--- src/sv/tsbq_ram.sv ---
// ============================================================================
// tsbq_ram: generic single write, single read RAM
// One write port and one read port with registered read data.
// ============================================================================
module tsbq_ram #(
  parameter int WIDTH = 8,
  parameter int DEPTH = 16
) (
  input  logic                     clk,
  input  logic                     we,
  input  logic [$clog2(DEPTH)-1:0] waddr,
  input  logic [WIDTH-1:0]         wdata,
  input  logic [$clog2(DEPTH)-1:0] raddr,
  output logic [WIDTH-1:0]         rdata
);

  logic [WIDTH-1:0] mem [DEPTH];

  // Write port and registered read port.
  always_ff @(posedge clk) begin
    if (we) begin
      mem[waddr] <= wdata;
    end
    rdata <= mem[raddr];
  end

endmodule

--- config.mk ---
export PLATFORM = sky130hd
export DESIGN_NAME = tsbq_ram
export DESIGN_NICKNAME = d
export VERILOG_FILES = /design/src/sv/tsbq_ram.sv
export SDC_FILE = /design/constraint.sdc
export NUM_CORES = 1
export LEC_CHECK = 0
export BUFFER_PORTS_ARGS = -buffer_cell sky130_fd_sc_hd__buf_2
export CORE_MARGIN = 1
export CORE_UTILIZATION = 54
export DETAILED_ROUTE_END_ITERATION = 16
export GPL_ROUTABILITY_DRIVEN = 0
export PLACE_DENSITY = 0.73
export SLEW_MARGIN = 20
export SYNTH_ARGS = -nofsm -noshare
export SYNTH_HDL_FRONTEND = slang
export SYNTH_SLANG_ARGS = --single-unit
--- constraint.sdc ---
create_clock -name clk -period 1.9 [get_ports clk]
set_input_delay 0.38 -clock clk [delete_from_list [all_inputs] [get_ports clk]]
set_output_delay 0.38 -clock clk [all_outputs]
set_load 0.02 [all_outputs]
* Word-level counts from Yosys, hierarchy flattened
Memory sizes are Yosys's and may differ from the RTL's. A register that Yosys moved wholly into a read port is not among the register bits.
Index checks and enable logic that the tools add are counted.
** Cells by class
- Muxes and demuxes :: 2
** Operators with widths (number)
- $mux 1 :: 2
** Word-level totals
- Flip-flop bits (word level) :: 0
- Bits in writable memories :: 128
- Output and inout port bits :: 8
- Memories :: 1
- Bits of input ports :: 18
** Memories
- mem :: depth 16, bits a word 8, read ports 1, clocked after Yosys merged registers in 1, wr ports 1, RTL line 17 : logic [WIDTH-1:0] mem [DEPTH];

* Logic depth before layout (Yosys ltp)
- Word-level depth :: 2
- Mapped depth :: 5
- Mapped depth without buffers :: 3

* Least setup slack after synthesis
No wires, ideal clock.
- Kind :: input -> register
- From :: input port waddr[2]
- To :: memory mem[0][0] (enable)
- Data required time :: 1.517 ns
- Stages on the path :: 2
- Arrival time :: 1.490 ns
- Setup time :: 0.383 ns
- Slack :: 0.027 ns
- Cells stage by stage :: or3b_2 > nor3_1
** RTL lines
- from (decl) :: RTL line 11 : input logic [$clog2(DEPTH)-1:0] waddr,
- to (decl) :: RTL line 17
No word-level cell before the write port.

* Final worst setup path
- From :: register rdata[5] (read register of mem)
- To :: output port rdata[5]
** RTL lines
- from (decl) :: RTL line 14 : output logic [WIDTH-1:0] rdata
No word-level cell between the ends.

==> results.ini <==
[worst_setup_path]
critPathTopFamily = flip-flops
crit_type = register to primary output
worstPathArrival_ps = 1070
cp.required_ps = 1520
reg2reg_slack_ps = 480
worstSetupEndpointType = primary output
crit_chain = buf_2
critPathMaxFanout = 1
critPathSlowestCell = dfxtp_1
max_stage_delay_ps = 360
start_kind = register
path_buf_inv = 1

[logic_synthesis]
synth_area_um2 = 5150
syn_nets = 247
synth_top_area_share_pct = 74.7
yosysWarnings = 0
postSynthAreaPerCell_um2 = 22.5
yosys.cell_types.count = 19
synth.largest_area_cell = edfxtp_1
ys_seq_area_share_pct = 77.8
synthCells = 229
synth.area.top_cells = edfxtp_1 (75%), mux4_2 (7.9%), mux4_1 (7.1%), dfxtp_1 (3.1%), a22oi_1 (2.3%)
ys_seq_elements = 136

[hold_path]
hold_class = primary input to register

[pwr]
power.leakage_uw = 0.00207
ir_worst_vdd_v = 0.000512
power.density_nw_per_um2 = 1100
totalPowerFinal_uw = 6670

[clocking]
clock_sinks = 136
cts_buffers = 17
tritoncts = built
htreeDepth = 4
cts-root-buf = clkbuf_8
cts_resized = 0
ctsHoldBuffers = 0
clockBufferDepth = 2
post-cts-setup-buffers = 0
path_clk_slew_ps = 60
clk_latency_ps = 520

[sta]
tns_ps = 0
rsz0062_at_grt = no
fin_skew_ps = 9.98
drv_slew = 0
final.period_utilization_pct = 76.1
max_slew_margin_pct = 73.7
fmax_mhz = 691
finalHoldViolations = 0
tightest_slew_ps = 395
setup_viol = 0
min_period_ps = 1450

[final_layout]
layout_common_cells = edfxtp_1 (128), buf_2 (25), mux4_2 (18), buf_4 (18)
final_common_cell = edfxtp_1
nets = 302
syn2layout_area_growth_pct = 18.3
drive_above_1_share_pct = 32.0
num_antenna_cells = 0

[detailed_routing]
wl_met3_um = 616
drt_first_pass_iters = 4
top_layer = met4
drt-initial-drc-count = 209
wl_met1_um = 3960
met2_length_um = 4770
drcViolationCount = 0
wirelength_um = 9470
ant_nets = 0
vias = 2441
vias_per_cell = 5.73
post_drt_wl_per_cell_um = 22.2

[grt]
grt_max_degree = 33
grt_use_total_pct = 21.7
grt_pass1_wl_um = 14600
overflow = 0
grt_pass1_vias = 2502
antenna_found_initial = 0

[floorplanning]
std_cell_rows = 35
dieArea_um2 = 9930
die_w_um = 99.6
core_area_um2 = 9240
ios = 26
start_util_pct = 55.7
die_h_um = 99.6

[placement]
io_buffers = 25
hpwl_um = 5850

[run_status]
status = completed

[flow_run]
drv_cap = 0

metrics by stage:
step / cells / area [um^2] / setup WS (ps) / util, % / hold slack (ps)
3_5_place_dp: 394 / 5540 / 75.8 / 60.0 / 654
4_1_cts: 426 / 6090 / 419 / 65.9 / 224
6_report: 426 / 6090 / 454 / 65.9 / 244
5_1_grt: 426 / 6090 / 409 / 65.9 / 238
2_1_floorplan: 229 / 5150 / 27.1 / - / 479
3_3_place_gp: 394 / 5540 / 97.8 / 60.0 / 661
final timing paths:
kind,from,to,cells after the start
worst max register to register,mem[10][5],rdata[5],3
worst min-delay path,wdata[1],mem[14][1],1
worst min register to register,mem[4][0],rdata[0],3
worst max-delay path,rdata[5],rdata[5],1
state kept, by name (all words and copies together), names as in the netlist:
name / count
mem: 128
rdata: 8
layer usage:
| metal | up-vias | track usage [%] |
|---|---|---|
| met2 | 99 | 33.9 |
| met4 | 0 | 8.82 |
| li1 | 1086 | - |
| met5 | - | 0 |
| met1 | 1246 | 29.6 |
| met3 | 10 | 5.76 |
power breakdown:
part           switching, uW  total [uW]  internal [uW]
logic                    193         334            141
registers               22.6        3380           3350
clock network           1210        2960           1740
layout make-up:
cell class	instances	area (um^2)
multi-input combinational	83	1060
timing repair buffer	46	320
clock buffer	19	422
sequential	136	4000
clock inverter	13	124
fill	579	3150
tap	129	161
cell families after synthesis:
family	share of synthesized area, %
mux	15.0
compound gates	2.33
flops	77.8
buf+inv	1.68
simple gates	3.18
synth_stat cells (all sizes together):
cell type and number:
edfxtp 128, mux4 32, a22oi 16, nor2 13, nand2 9, dfxtp 8, buf 7, nor3 4
clkdlybuf4s25 3, nand2b 2, nand3b 2, and2 1, and2b 1, nand3 1, nor2b 1, or3b 1
(Power assumes the default switching activity.)
